==> config.mk <==
export PLATFORM = sky130hd
export DESIGN_NAME = matrix_transpose_rotate_flat
export DESIGN_NICKNAME = d
export VERILOG_FILES = /design/src/mtr_pkg.sv /design/src/mtr_if.sv /design/src/mtr_ctrl.sv /design/src/mtr_datapath.sv /design/src/matrix_transpose_rotate.sv /design/src/flat_wrapper.sv
export SDC_FILE = /design/constraint.sdc
export NUM_CORES = 1
export LEC_CHECK = 0
export BUFFER_PORTS_ARGS = -buffer_cell sky130_fd_sc_hd__clkbuf_2
export CAP_MARGIN = 20
export CORE_ASPECT_RATIO = 0.5
export CORE_MARGIN = 4
export CORE_UTILIZATION = 31
export DETAILED_ROUTE_END_ITERATION = 7
export SYNTH_ARGS = -nofsm -noshare
export SYNTH_HDL_FRONTEND = slang
export SYNTH_SLANG_ARGS = --single-unit
export TNS_END_PERCENT = 10
==> constraint.sdc <==
create_clock -name clk_i -period 3.3 [get_ports clk_i]
set_input_delay 0.66 -clock clk_i [delete_from_list [all_inputs] [get_ports clk_i]]
set_output_delay 0.66 -clock clk_i [all_outputs]
set_load 0.1 [all_outputs]
==> src/mtr_pkg.sv <==
// package for the matrix transpose / rotate block
// holds sizes, register indexes, controller-datapath structs and the dimension clamp
// no dependencies
package mtr_pkg;

  localparam int MAX_DIM    = 8;
  localparam int DATA_WIDTH = 16;

  // fixed field widths
  localparam int ELEM_W  = 16;
  localparam int IDX_W   = 3;
  localparam int CFG_W   = 4;
  localparam int CFG_IDX_W = 2;

  localparam int DIM_W   = (MAX_DIM > 1) ? $clog2(MAX_DIM) : 1;
  localparam int ADDR_W  = $clog2(MAX_DIM * MAX_DIM);
  localparam int STORE_W = (DATA_WIDTH < ELEM_W) ? DATA_WIDTH : ELEM_W;

  // configuration register indexes
  localparam logic [CFG_IDX_W-1:0] REG_ROW_COUNT = 2'd0;
  localparam logic [CFG_IDX_W-1:0] REG_COL_COUNT = 2'd1;
  localparam logic [CFG_IDX_W-1:0] REG_MODE      = 2'd2;

  localparam logic MODE_TRANSPOSE = 1'b0;
  localparam logic MODE_ROTATE    = 1'b1;

  typedef struct packed {
    logic load_wr;   // write accepted element and step load position
    logic rd_en;     // read store at current result position
    logic emit_adv;  // result taken, step result position
  } mtr_cmd_t;

  typedef struct packed {
    logic load_done; // load position is the final element
    logic emit_done; // result position is the final result
  } mtr_stat_t;

  // highest index for a configured dimension, zero read as one, oversize as MAX_DIM
  function automatic logic [DIM_W-1:0] dim_last(input logic [CFG_W-1:0] v);
    logic [DIM_W-1:0] res;
    if (v == '0) begin
      res = '0;
    end else if (v > CFG_W'(MAX_DIM)) begin
      res = DIM_W'(MAX_DIM - 1);
    end else begin
      res = DIM_W'(v - CFG_W'(1));
    end
    return res;
  endfunction

endpackage

==> src/mtr_if.sv <==
// valid/ready channel interfaces for the matrix transpose / rotate block
// depends on mtr_pkg
interface mtr_in_if import mtr_pkg::*; ();
  logic              valid;
  logic              ready;
  logic [ELEM_W-1:0] element;

  modport source (output valid, output element, input ready);
  modport sink   (input valid, input element, output ready);
endinterface

interface mtr_out_if import mtr_pkg::*; ();
  logic              valid;
  logic              ready;
  logic [ELEM_W-1:0] out_element;
  logic [IDX_W-1:0]  out_row;
  logic [IDX_W-1:0]  out_col;
  logic              last;

  modport source (output valid, output out_element, output out_row, output out_col,
                  output last, input ready);
  modport sink   (input valid, input out_element, input out_row, input out_col,
                  input last, output ready);
endinterface

==> src/mtr_ctrl.sv <==
// controller for the matrix transpose / rotate block: load, read and show phases
// depends on mtr_pkg
module mtr_ctrl import mtr_pkg::*; (
  input  logic      clk_i,
  input  logic      rst_ni,
  input  logic      in_valid_i,
  output logic      in_ready_o,
  output logic      out_valid_o,
  input  logic      out_ready_i,
  input  mtr_stat_t stat_i,
  output mtr_cmd_t  cmd_o
);

  typedef enum logic [1:0] {
    ST_LOAD,
    ST_READ,
    ST_SHOW
  } state_e;

  state_e state_q;

  assign in_ready_o  = (state_q == ST_LOAD);
  assign out_valid_o = (state_q == ST_SHOW);

  always_comb begin
    cmd_o          = '0;
    cmd_o.load_wr  = in_ready_o && in_valid_i;
    cmd_o.rd_en    = (state_q == ST_READ);
    cmd_o.emit_adv = out_valid_o && out_ready_i;
  end

  always_ff @(posedge clk_i or negedge rst_ni) begin
    if (!rst_ni) begin
      state_q <= ST_LOAD;
    end else begin
      case (state_q)
        ST_LOAD: begin
          if (cmd_o.load_wr && stat_i.load_done) state_q <= ST_READ;
        end
        ST_READ: begin
          state_q <= ST_SHOW;
        end
        ST_SHOW: begin
          if (cmd_o.emit_adv) state_q <= stat_i.emit_done ? ST_LOAD : ST_READ;
        end
        default: begin
          state_q <= ST_LOAD;
        end
      endcase
    end
  end

  a_no_overlap: assert property (@(posedge clk_i) disable iff (!rst_ni)
    !(in_ready_o && out_valid_o))
    else $error("input taken while a result is shown");

  a_load_end: assert property (@(posedge clk_i) disable iff (!rst_ni)
    cmd_o.load_wr && stat_i.load_done |=> !in_ready_o && !out_valid_o)
    else $error("final element did not start the result run");

  a_read_show: assert property (@(posedge clk_i) disable iff (!rst_ni)
    cmd_o.rd_en |=> out_valid_o)
    else $error("store read not followed by a result");

  a_run_end: assert property (@(posedge clk_i) disable iff (!rst_ni)
    cmd_o.emit_adv && stat_i.emit_done |=> in_ready_o)
    else $error("final result did not return to loading");

endmodule

==> src/mtr_datapath.sv <==
// datapath for the matrix transpose / rotate block: config registers,
// position counters, element store and result register; depends on mtr_pkg
module mtr_datapath import mtr_pkg::*; (
  input  logic                 clk_i,
  input  logic                 rst_ni,
  input  logic                 cfg_we_i,
  input  logic [CFG_IDX_W-1:0] cfg_index_i,
  input  logic [CFG_W-1:0]     cfg_data_i,
  input  logic [ELEM_W-1:0]    element_i,
  input  mtr_cmd_t             cmd_i,
  output mtr_stat_t            stat_o,
  output logic [ELEM_W-1:0]    out_element_o,
  output logic [IDX_W-1:0]     out_row_o,
  output logic [IDX_W-1:0]     out_col_o,
  output logic                 out_last_o
);

  logic [CFG_W-1:0] row_count_q;
  logic [CFG_W-1:0] col_count_q;
  logic             mode_q;

  logic [DIM_W-1:0] rows_last, cols_last;

  // load position (input row, column) and result position (result row, column)
  logic [DIM_W-1:0] ld_r_q, ld_c_q;
  logic [DIM_W-1:0] em_i_q, em_j_q;

  logic [DIM_W-1:0]  src_r;
  logic [ADDR_W-1:0] wr_addr, rd_addr;

  logic [STORE_W-1:0] store_q [MAX_DIM*MAX_DIM];
  logic [STORE_W-1:0] rd_data_q;

  logic load_done, emit_done;

  assign rows_last = dim_last(row_count_q);
  assign cols_last = dim_last(col_count_q);

  assign load_done = (ld_r_q == rows_last) && (ld_c_q == cols_last);
  assign emit_done = (em_i_q == cols_last) && (em_j_q == rows_last);

  always_comb begin
    stat_o           = '0;
    stat_o.load_done = load_done;
    stat_o.emit_done = emit_done;
  end

  // rotation reverses each result row
  assign src_r   = (mode_q == MODE_ROTATE) ? (rows_last - em_j_q) : em_j_q;
  assign wr_addr = ADDR_W'(ld_r_q) * ADDR_W'(MAX_DIM) + ADDR_W'(ld_c_q);
  assign rd_addr = ADDR_W'(src_r) * ADDR_W'(MAX_DIM) + ADDR_W'(em_i_q);

  always_ff @(posedge clk_i or negedge rst_ni) begin
    if (!rst_ni) begin
      row_count_q <= CFG_W'(MAX_DIM);
      col_count_q <= CFG_W'(MAX_DIM);
      mode_q      <= MODE_TRANSPOSE;
      ld_r_q      <= '0;
      ld_c_q      <= '0;
      em_i_q      <= '0;
      em_j_q      <= '0;
    end else begin
      if (cfg_we_i) begin
        case (cfg_index_i)
          REG_ROW_COUNT: begin
            row_count_q <= cfg_data_i;
            ld_r_q      <= '0;
            ld_c_q      <= '0;
          end
          REG_COL_COUNT: begin
            col_count_q <= cfg_data_i;
            ld_r_q      <= '0;
            ld_c_q      <= '0;
          end
          REG_MODE: begin
            mode_q <= cfg_data_i[0];
          end
          default: begin
          end
        endcase
      end else if (cmd_i.load_wr) begin
        if (load_done) begin
          ld_r_q <= '0;
          ld_c_q <= '0;
          em_i_q <= '0;
          em_j_q <= '0;
        end else if (ld_c_q == cols_last) begin
          ld_c_q <= '0;
          ld_r_q <= ld_r_q + DIM_W'(1);
        end else begin
          ld_c_q <= ld_c_q + DIM_W'(1);
        end
      end else if (cmd_i.emit_adv) begin
        if (em_j_q == rows_last) begin
          em_j_q <= '0;
          em_i_q <= emit_done ? '0 : em_i_q + DIM_W'(1);
        end else begin
          em_j_q <= em_j_q + DIM_W'(1);
        end
      end
    end
  end

  always_ff @(posedge clk_i) begin
    if (cmd_i.load_wr) begin
      store_q[wr_addr] <= element_i[STORE_W-1:0];
    end
  end

  always_ff @(posedge clk_i) begin
    if (cmd_i.rd_en) begin
      rd_data_q <= store_q[rd_addr];
    end
  end

  assign out_element_o = ELEM_W'(rd_data_q);
  assign out_row_o     = IDX_W'(em_i_q);
  assign out_col_o     = IDX_W'(em_j_q);
  assign out_last_o    = emit_done;

endmodule

==> src/matrix_transpose_rotate.sv <==
// Loads a matrix of row_count x col_count elements, one item per cycle in row-major
// order, then emits its transpose (mode 0) or clockwise rotation (mode 1) as
// col_count x row_count results in row-major order, each with its position and a
// last flag. Each result passes through a registered read of the element store
// and is then shown until it is taken; the next result is read only after
// that. No input is taken while a result run is in progress. Writing row_count or
// col_count restarts the load; a mode write takes effect from the next store read.
// top level: depends on mtr_pkg, mtr_if, mtr_ctrl and mtr_datapath
module matrix_transpose_rotate import mtr_pkg::*; (
  input  logic                 clk_i,
  input  logic                 rst_ni,
  input  logic                 cfg_we_i,
  input  logic [CFG_IDX_W-1:0] cfg_index_i,
  input  logic [CFG_W-1:0]     cfg_data_i,
  mtr_in_if.sink               in_i,
  mtr_out_if.source            out_o
);

  mtr_cmd_t  cmd;
  mtr_stat_t stat;

  mtr_ctrl u_ctrl (
    .clk_i       (clk_i),
    .rst_ni      (rst_ni),
    .in_valid_i  (in_i.valid),
    .in_ready_o  (in_i.ready),
    .out_valid_o (out_o.valid),
    .out_ready_i (out_o.ready),
    .stat_i      (stat),
    .cmd_o       (cmd)
  );

  mtr_datapath u_datapath (
    .clk_i         (clk_i),
    .rst_ni        (rst_ni),
    .cfg_we_i      (cfg_we_i),
    .cfg_index_i   (cfg_index_i),
    .cfg_data_i    (cfg_data_i),
    .element_i     (in_i.element),
    .cmd_i         (cmd),
    .stat_o        (stat),
    .out_element_o (out_o.out_element),
    .out_row_o     (out_o.out_row),
    .out_col_o     (out_o.out_col),
    .out_last_o    (out_o.last)
  );

endmodule
==> src/flat_wrapper.sv <==
// flat-port wrapper written by rule: the top's interface ports become plain ports
module matrix_transpose_rotate_flat import mtr_pkg::*;
  (clk_i, rst_ni, cfg_we_i, cfg_index_i, cfg_data_i, in_i_valid, in_i_element, in_i_ready, out_o_valid, out_o_out_element, out_o_out_row, out_o_out_col, out_o_last, out_o_ready);
  mtr_in_if in_i_i ();
  mtr_out_if out_o_i ();
  input  logic clk_i;
  input  logic rst_ni;
  input  logic cfg_we_i;
  input  logic [CFG_IDX_W-1:0] cfg_index_i;
  input  logic [CFG_W-1:0] cfg_data_i;
  input wire logic [$bits(in_i_i.valid)-1:0] in_i_valid;
  input wire logic [$bits(in_i_i.element)-1:0] in_i_element;
  output wire logic [$bits(in_i_i.ready)-1:0] in_i_ready;
  output wire logic [$bits(out_o_i.valid)-1:0] out_o_valid;
  output wire logic [$bits(out_o_i.out_element)-1:0] out_o_out_element;
  output wire logic [$bits(out_o_i.out_row)-1:0] out_o_out_row;
  output wire logic [$bits(out_o_i.out_col)-1:0] out_o_out_col;
  output wire logic [$bits(out_o_i.last)-1:0] out_o_last;
  input wire logic [$bits(out_o_i.ready)-1:0] out_o_ready;
  assign in_i_i.valid = in_i_valid;
  assign in_i_i.element = in_i_element;
  assign in_i_ready = in_i_i.ready;
  assign out_o_valid = out_o_i.valid;
  assign out_o_out_element = out_o_i.out_element;
  assign out_o_out_row = out_o_i.out_row;
  assign out_o_out_col = out_o_i.out_col;
  assign out_o_last = out_o_i.last;
  assign out_o_i.ready = out_o_ready;
  matrix_transpose_rotate u_core (.clk_i(clk_i), .rst_ni(rst_ni), .cfg_we_i(cfg_we_i), .cfg_index_i(cfg_index_i), .cfg_data_i(cfg_data_i), .in_i(in_i_i), .out_o(out_o_i));
endmodule
# After elaboration in Yosys (flattened, before gate mapping)
# Memories as Yosys holds them, arrays and structs flattened. A register that Yosys moved wholly into a read port is not among the register bits.
# Cells that the tools add are included.
[totals]
reg_bits = 23
ramBits = 1024
inputBits = 27
out_inout_bits = 25
n_memories = 1
[classes]
n_addsub = 9
magnitude_cmp = 2
eq_ne = 12
n_mux = 28
bitwise_logic = 1
reduce_logical = 22
[mem_list]
columns = ["name", "depth", "width", "rd", "rd_ports_with_merged_regs", "wr", "line_no", "text"]
rows = [
  ["u_core.u_datapath.store_q", 64, 16, 1, 1, 1, "mtr_datapath.sv:31", "logic [STORE_W-1:0] store_q [MAX_DIM*MAX_DIM];"],
]
[ops]
columns = ["cell", "n"]
rows = [
  ["$mux W3", 22],
  ["$add A3 B1 Y3 const B", 4],
  ["$add A6 B3 Y6", 2],
  ["$eq A3 B3 Y1", 4],
  ["$reduce_and A2 Y1", 5],
  ["$gt A4 B4 Y1 const B", 2],
  ["$logic_not A4 Y1", 2],
  ["$pmux W2 S3", 1],
  ["$reduce_and A3 Y1", 2],
  ["$reduce_bool A2 Y1", 3],
  ["$sub A3 B1 Y3 const B", 2],
  ["$logic_and A1 B1 Y1", 5],
  ["$eq A2 B1 Y1 const B", 2],
  ["$eq A2 B2 Y1 const B", 2],
  ["$logic_not A2 Y1", 2],
  ["$mux W2", 2],
  ["$ne A2 B1 Y1 const B", 2],
  ["$ne A2 B2 Y1 const B", 2],
  ["$reduce_and A4 Y1", 1],
  ["$mux W1", 3],
  ["$reduce_bool A3 Y1", 1],
  ["$sub A3 B3 Y3", 1],
  ["$reduce_or A2 Y1", 1],
  ["$not A1 Y1", 1],
]

# Longest topological paths before layout
[logic_depth]
depth_word = 9
ltp_mapped = 13
mapped_depth_nobuf = 13

# Cells and area by module
# A second synthesis with hierarchy kept.
[hier_totals]
hier_cells = 1742
area_unflattened_um2 = 41247.1
[modules_own_cells]
columns = ["mod", "instances", "cells_each", "area_per_inst_um2", "seq_area_each_um2"]
rows = [
  ["mtr_datapath", 1, 1731, 41137.0, 31758.0],
  ["mtr_ctrl", 1, 11, 110.1, 50.0],
]

# Worst setup path before layout
# No wires, ideal clock.
[synth_timing]
kind = "reg-to-reg"
start = "reg u_core.u_datapath.row_count_q[0]"
end = "reg u_core.u_datapath.em_i_q[2] (netlist: u_core.u_datapath.out_row_o[2])"
setup_time_ns = 0.123
arrival_time_ns = 5.897
required_time_ns = 3.177
slack_ns = -2.720
path_stages_with_launch = 12
period_less_slack_ns = 6.020
cell_sequence = "dfrtp_1 inv_1 ha_1 nand2b_1 maj3_1 ha_1 nand2_1 nor4_1 o21ai_0 nor4_1 o311ai_0 a32o_1"
[synth_via]
elab_chain_cells = 9
elab_cells_between_ends = 16
classes_between = "1 x add/sub; 1 x order compare; 3 x eq/ne; 6 x mux; 5 x reduce/logical"
[synth_rtl]
columns = ["element", "line_no", "text"]
rows = [
  ["from (decl)", "mtr_datapath.sv:18", "logic [CFG_W-1:0] row_count_q;"],
  ["from (signal assigned)", "mtr_datapath.sv:55", "row_count_q <= CFG_W'(MAX_DIM);"],
  ["from (signal assigned)", "mtr_datapath.sv:66", "row_count_q <= cfg_data_i;"],
  ["$gt A4 B4 Y1 / $sub A3 B1 Y3 (equally long branches)", "mtr_pkg.sv:43, mtr_pkg.sv:46", ""],
  ["$mux W3", "mtr_pkg.sv:43", "end else if (v > CFG_W'(MAX_DIM)) begin"],
  ["$mux W3 *", "mtr_pkg.sv:41", "if (v == '0) begin"],
  ["$eq A3 B3 Y1 *", "mtr_datapath.sv:40", "assign emit_done = (em_i_q == cols_last) && (em_j_q == rows_last);"],
  ["$logic_and A1 B1 Y1 *", "mtr_datapath.sv:40", ""],
  ["net out_o_last", "flat_wrapper.sv:18", "output wire logic [$bits(out_o_i.last)-1:0] out_o_last;"],
  ["$mux W3 *", "mtr_datapath.sv:96", "em_i_q <= emit_done ? '0 : em_i_q + DIM_W'(1);"],
  ["$mux W3 *", "mtr_datapath.sv:94", "if (em_j_q == rows_last) begin"],
  ["$mux W3 *", "mtr_datapath.sv:93", "end else if (cmd_i.emit_adv) begin"],
  ["$mux W3 *", "mtr_datapath.sv:81", "end else if (cmd_i.load_wr) begin"],
  ["to (signal assigned)", "mtr_datapath.sv:96", ""],
  ["to (decl)", "mtr_datapath.sv:26", "logic [DIM_W-1:0] em_i_q, em_j_q;"],
]
# The timed path passes the listed nets; every way through them passes the cells marked *. The select of a mux whose other input is x is not followed.
# A chain may end at the register's enable or synchronous reset.

# Worst setup path in the final report
[layout_timing]
start = "reg u_core.u_datapath.row_count_q[0]"
end = "out out_o_last"
[layout_via]
elab_chain_cells = 5
elab_cells_between_ends = 7
classes_between = "1 x add/sub; 1 x order compare; 1 x eq/ne; 2 x mux; 2 x reduce/logical"
[layout_rtl]
columns = ["element", "line_no"]
rows = [
  ["$gt A4 B4 Y1 / $sub A3 B1 Y3 (equally long branches)", "mtr_pkg.sv:43, mtr_pkg.sv:46"],
  ["$mux W3", "mtr_pkg.sv:43"],
  ["$mux W3 *", "mtr_pkg.sv:41"],
  ["$eq A3 B3 Y1 *", "mtr_datapath.sv:40"],
  ["$logic_and A1 B1 Y1 *", "mtr_datapath.sv:40"],
  ["to (decl)", "flat_wrapper.sv:18"],
]
# Mark *: on every way between the ends. The rest lies on a longest branch, timed or not.

==> run_results.csv <==
group,metric,value,unit
outcome,status,"complete, but fails checks",
outcome,violations,"negative setup slack",
layout,nNetsFinal,1995,
timing,final.setup_skew,0.0232,ns
worst_setup_path,rrSetupSlack,0.09,ns
timing,holdWs,0.213,ns
synthesis,yosysSeqAreaShare,77.3,%
synthesis,syn_nets,1766,
worst_setup_path,critPathArrivalTime,2.96,ns
routing,vias,19737,
worst_setup_path,worstSetupEndpointType,"output port",
worst_setup_path,critPathRequiredTime,2.64,ns
cts,cts_root_buffer,"clkbuf_16",
timing,slew_headroom,39.5,%
timing,post-route-period-util,110,%
synthesis,synth-edff-count,1040,
routing,drt_pass1_iterations,7,
synthesis,ys.flop_type,"edfxtp_1",
placed_design,placed_area,0.0451,sq mm
min_path,min_path_cells,1,
die,start_util,31.3,%
min_path,hold_start,"in_i_element[14]",
global_routing,grt_overflow,0,
routing,routedWlPerCell,28.2,microns
cts,tritoncts,"done",
cts,numCtsBuffers,103,
timing,finalCriticalPeriod,3.62,ns
synthesis,synth_top_area_cell,"edfxtp_1",
worst_setup_path,timing.rr.start,"u_core.u_datapath.row_count_q[0]$_DFFE_PN0P_",
synthesis,synth_top_area_share,75.9,%
global_routing,grt_max_degree,69,
pwr,power,0.0388,W
worst_setup_path,startpoint_type,"flop",
layout,drive_gt1_share,37.3,%
min_path,holdPathEnd,"u_core.u_datapath.store_q[34][14]$_DFFE_PP_",
worst_setup_path,r2r_cells,11,
cts,path_clk_slew,0.06,ns
pwr,ir_drop,0.000496,V
synthesis,ys_seq_elements,1063,
timing,tightest_slew,0.907,ns
global_routing,first_global_vias,19257,
die,core_region_area,0.132,sq mm
timing,rsz0062_at_grt,"yes",
die,die_y,266,microns
synthesis,yosys_warnings,0,
layout,post-route-util,36.8,%
routing,via_per_inst,5.16,
cts,clock_latency,0.68,ns
worst_setup_path,path_class,"flop to output port",
synthesis,async_reset_ff_share,2.16,%
routing,drc,0,
die,boundaryPins,52,
timing,slew_violations,0,
placed_design,post-place-ws,-0.00769,ns
die,num_rows,94,
synthesis,synth_area,0.0412,sq mm
worst_setup_path,cp_max_fo,4,
placed_design,dp_hpwl,71700,microns
cts,cts_max_level,3,
layout,nFillCells,11885,
pwr,p_leak,15.0,nW
layout,syn2layout_area_growth,17.7,%
worst_setup_path,reg2reg_to,"u_core.u_datapath.out_element_o[11]$_DFFE_PN_",
global_routing,grt_pass1_wl,152000,microns
synthesis,synth_top_cells_by_area,"edfxtp_1 76%, mux4_2 18%, dfrtp_1 1.3%",
timing,max_freq,0.276,GHz
cts,cts_buffer_depth,3,
min_path,hold_class,"input pin to flop",
die,die_area,0.139,sq mm
timing,fin_ws,-0.319,ns
layout,final_area,0.0485,sq mm
global_routing,grtUsageTotal,15.3,%
die,die_w,523,microns
routing,ant_nets,0,
synthesis,syn_inst,1730,
pwr,p_per_area,801,mW/mm^2
job,drv_cap,0,
placed_design,place_congestion,0.860,
synthesis,ys_types,54,
synthesis,synth.avg_cell_area,23.8,sq um
timing,final-setup-viol-count,1,
routing,wirelength,108000,microns
timing,hold_violations,0,
routing,drtIter0Drc,2969,
placed_design,port_buffers,51,
cts,cts.sinks,1063,
global_routing,antenna_found_initial,9,
-- flip-flops by register name, summed over array words and instances (netlist names), 3 cells and up --
register                         count
u_core.u_datapath.out_col_o          3
u_core.u_datapath.row_count_q        4
u_core.u_datapath.ld_c_q             3
u_core.u_datapath.out_row_o          3
u_core.u_datapath.ld_r_q             3
u_core.u_datapath.col_count_q        4
u_core.u_datapath.store_q         1024
u_core.u_datapath.out_element_o     16
-- synth_stat cells (2+ instances only) --
cell type and number:
a21boi_0 2, a21oi_1 7, a31oi_1 2, and2_1 3
buf_1 12, buf_2 25, buf_4 2, buf_6 3
clkbuf_1 46, dfrtp_1 21, dfstp_2 2, edfxtp_1 1040
ha_1 8, inv_1 14, maj3_1 2, mux2_2 7
mux2i_1 3, mux4_2 336, nand2_1 22, nand2b_1 4
nand3_1 13, nand3b_1 5, nand4_1 3, nor2_1 81
nor2b_1 7, nor3_1 3, nor3b_1 2, nor4_1 4
nor4bb_1 2, o211ai_1 4, o21a_1 2, o21ai_0 15
o311a_1 2, or3_1 3, xnor2_1 2, xor2_1 3
-- critical path, cell delays in order, from the launching register on --
cell	delay, ns
dfrtp_1	0.36
inv_2	0.06
ha_4	0.26
inv_1	0.04
maj3_2	0.35
ha_4	0.29
nand2_2	0.05
nor4_4	0.19
o21ai_2	0.12
nor4_4	0.33
buf_12	0.23
-- layout by cell type (no fill, tap or decap), drive strengths merged, types with 2 or more instances in the layout --
master / count
edfxtp: 1040
mux4: 336
clkbuf: 183
buf: 163
nor2: 81
clkinv: 34
nand2: 22
dfrtp: 21
inv: 21
o21ai: 15
nand3: 13
bufinv: 9
nor2b: 8
ha: 8
a21oi: 7
mux2: 7
nand3b: 5
diode: 4
nand2b: 4
o211ai: 4
nor4: 4
nor3: 3
or3: 3
and2: 3
nand4: 3
clkinvlp: 3
xor2: 3
mux2i: 3
o21a: 2
xnor2: 2
o311a: 2
nor4bb: 2
a31oi: 2
nor3b: 2
dfstp: 2
maj3: 2
a21boi: 2
o32ai: 2
-- layout make-up --
class                           instances  area (sq um)  area share, %
Clock buffer                          135          2730           5.63
Tap cell                             1776          2220           4.59
Sequential cell                      1063         31800           65.7
Timing Repair Buffer                  212          1910           3.93
Antenna cell                            4          10.0         0.0207
Clock inverter                         53           587           1.21
Multi-Input combinational cell        565          9130           18.8
Inverter                               14          52.6          0.108
-- power breakdown --
| part | internal [W] | switching, W | total [W] |
|---|---|---|---|
| Clock | 0.00657 | 0.00506 | 0.0116 |
| Sequential | 0.0154 | 0.000332 | 0.0157 |
| Combinational | 0.00514 | 0.00637 | 0.0115 |
| Total | 0.0271 | 0.0118 | 0.0388 |
-- what timing repair did --
item / in CTS / in global routing
setup endpoints to repair: 3 / 11
endpoints found under the hold margin: 21 / 0
gates resized for setup: 2 / 1
hold buffers: 1 / 0
buffers inserted: 0 / 0
-- metrics by stage --
step	cells	setup TNS (ns)
after floorplan	1730	-3.84
after global placement	3628	0
after detailed placement	3629	-0.00769
after CTS	3818	-0.379
after global routing	3818	-0.515
final	3822	-0.319
-- layer usage --
metal | vias to the layer above | share of wire (%) | global-route usage [%]
li1 | 7887 | - | -
met1 | 10806 | 43 | 22.6
met5 | - | 0 | 0
met3 | 137 | 9.2 | 3.26
met4 | 0 | 2.3 | 4.02
met2 | 907 | 46 | 23.2
-- cell families (layout without fill, tap and decap cells) --
logic type                 after synthesis  count (layout)  share of synthesized area, %
AOI/OAI and AO/OA                       44              44                         0.754
other                                    0               4                             0
DFF                                   1063            1063                          77.3
buffers and inverters                  102             414                          1.08
xor gates and xnor gates                 5               5                         0.106
and+or+nand+nor                        159             159                          1.81
muxes                                  346             346                          18.6
adders and majority gates               11              11                         0.340
-- worst max path at each step --
stage	from	to	slack (ns)	cells past startpoint
detailed placement	u_core.u_datapath.row_count_q[0]$_DFFE_PN0P_	u_core.u_datapath.out_element_o[2]$_DFFE_PN_	-0.008	11
finish	u_core.u_datapath.row_count_q[0]$_DFFE_PN0P_	out_o_last	-0.32	10
global route	u_core.u_datapath.row_count_q[0]$_DFFE_PN0P_	out_o_last	-0.48	10
CTS	u_core.u_datapath.row_count_q[0]$_DFFE_PN0P_	out_o_last	-0.38	10
global placement	u_core.u_datapath.row_count_q[1]$_DFFE_PN0P_	u_core.u_datapath.out_element_o[2]$_DFFE_PN_	0.02	11
floorplan	u_core.u_datapath.out_col_o[0]$_DFFE_PN0P_	u_core.u_datapath.out_element_o[10]$_DFFE_PN_	-0.26	6
No activity file was read; power rests on OpenSTA's default activity.
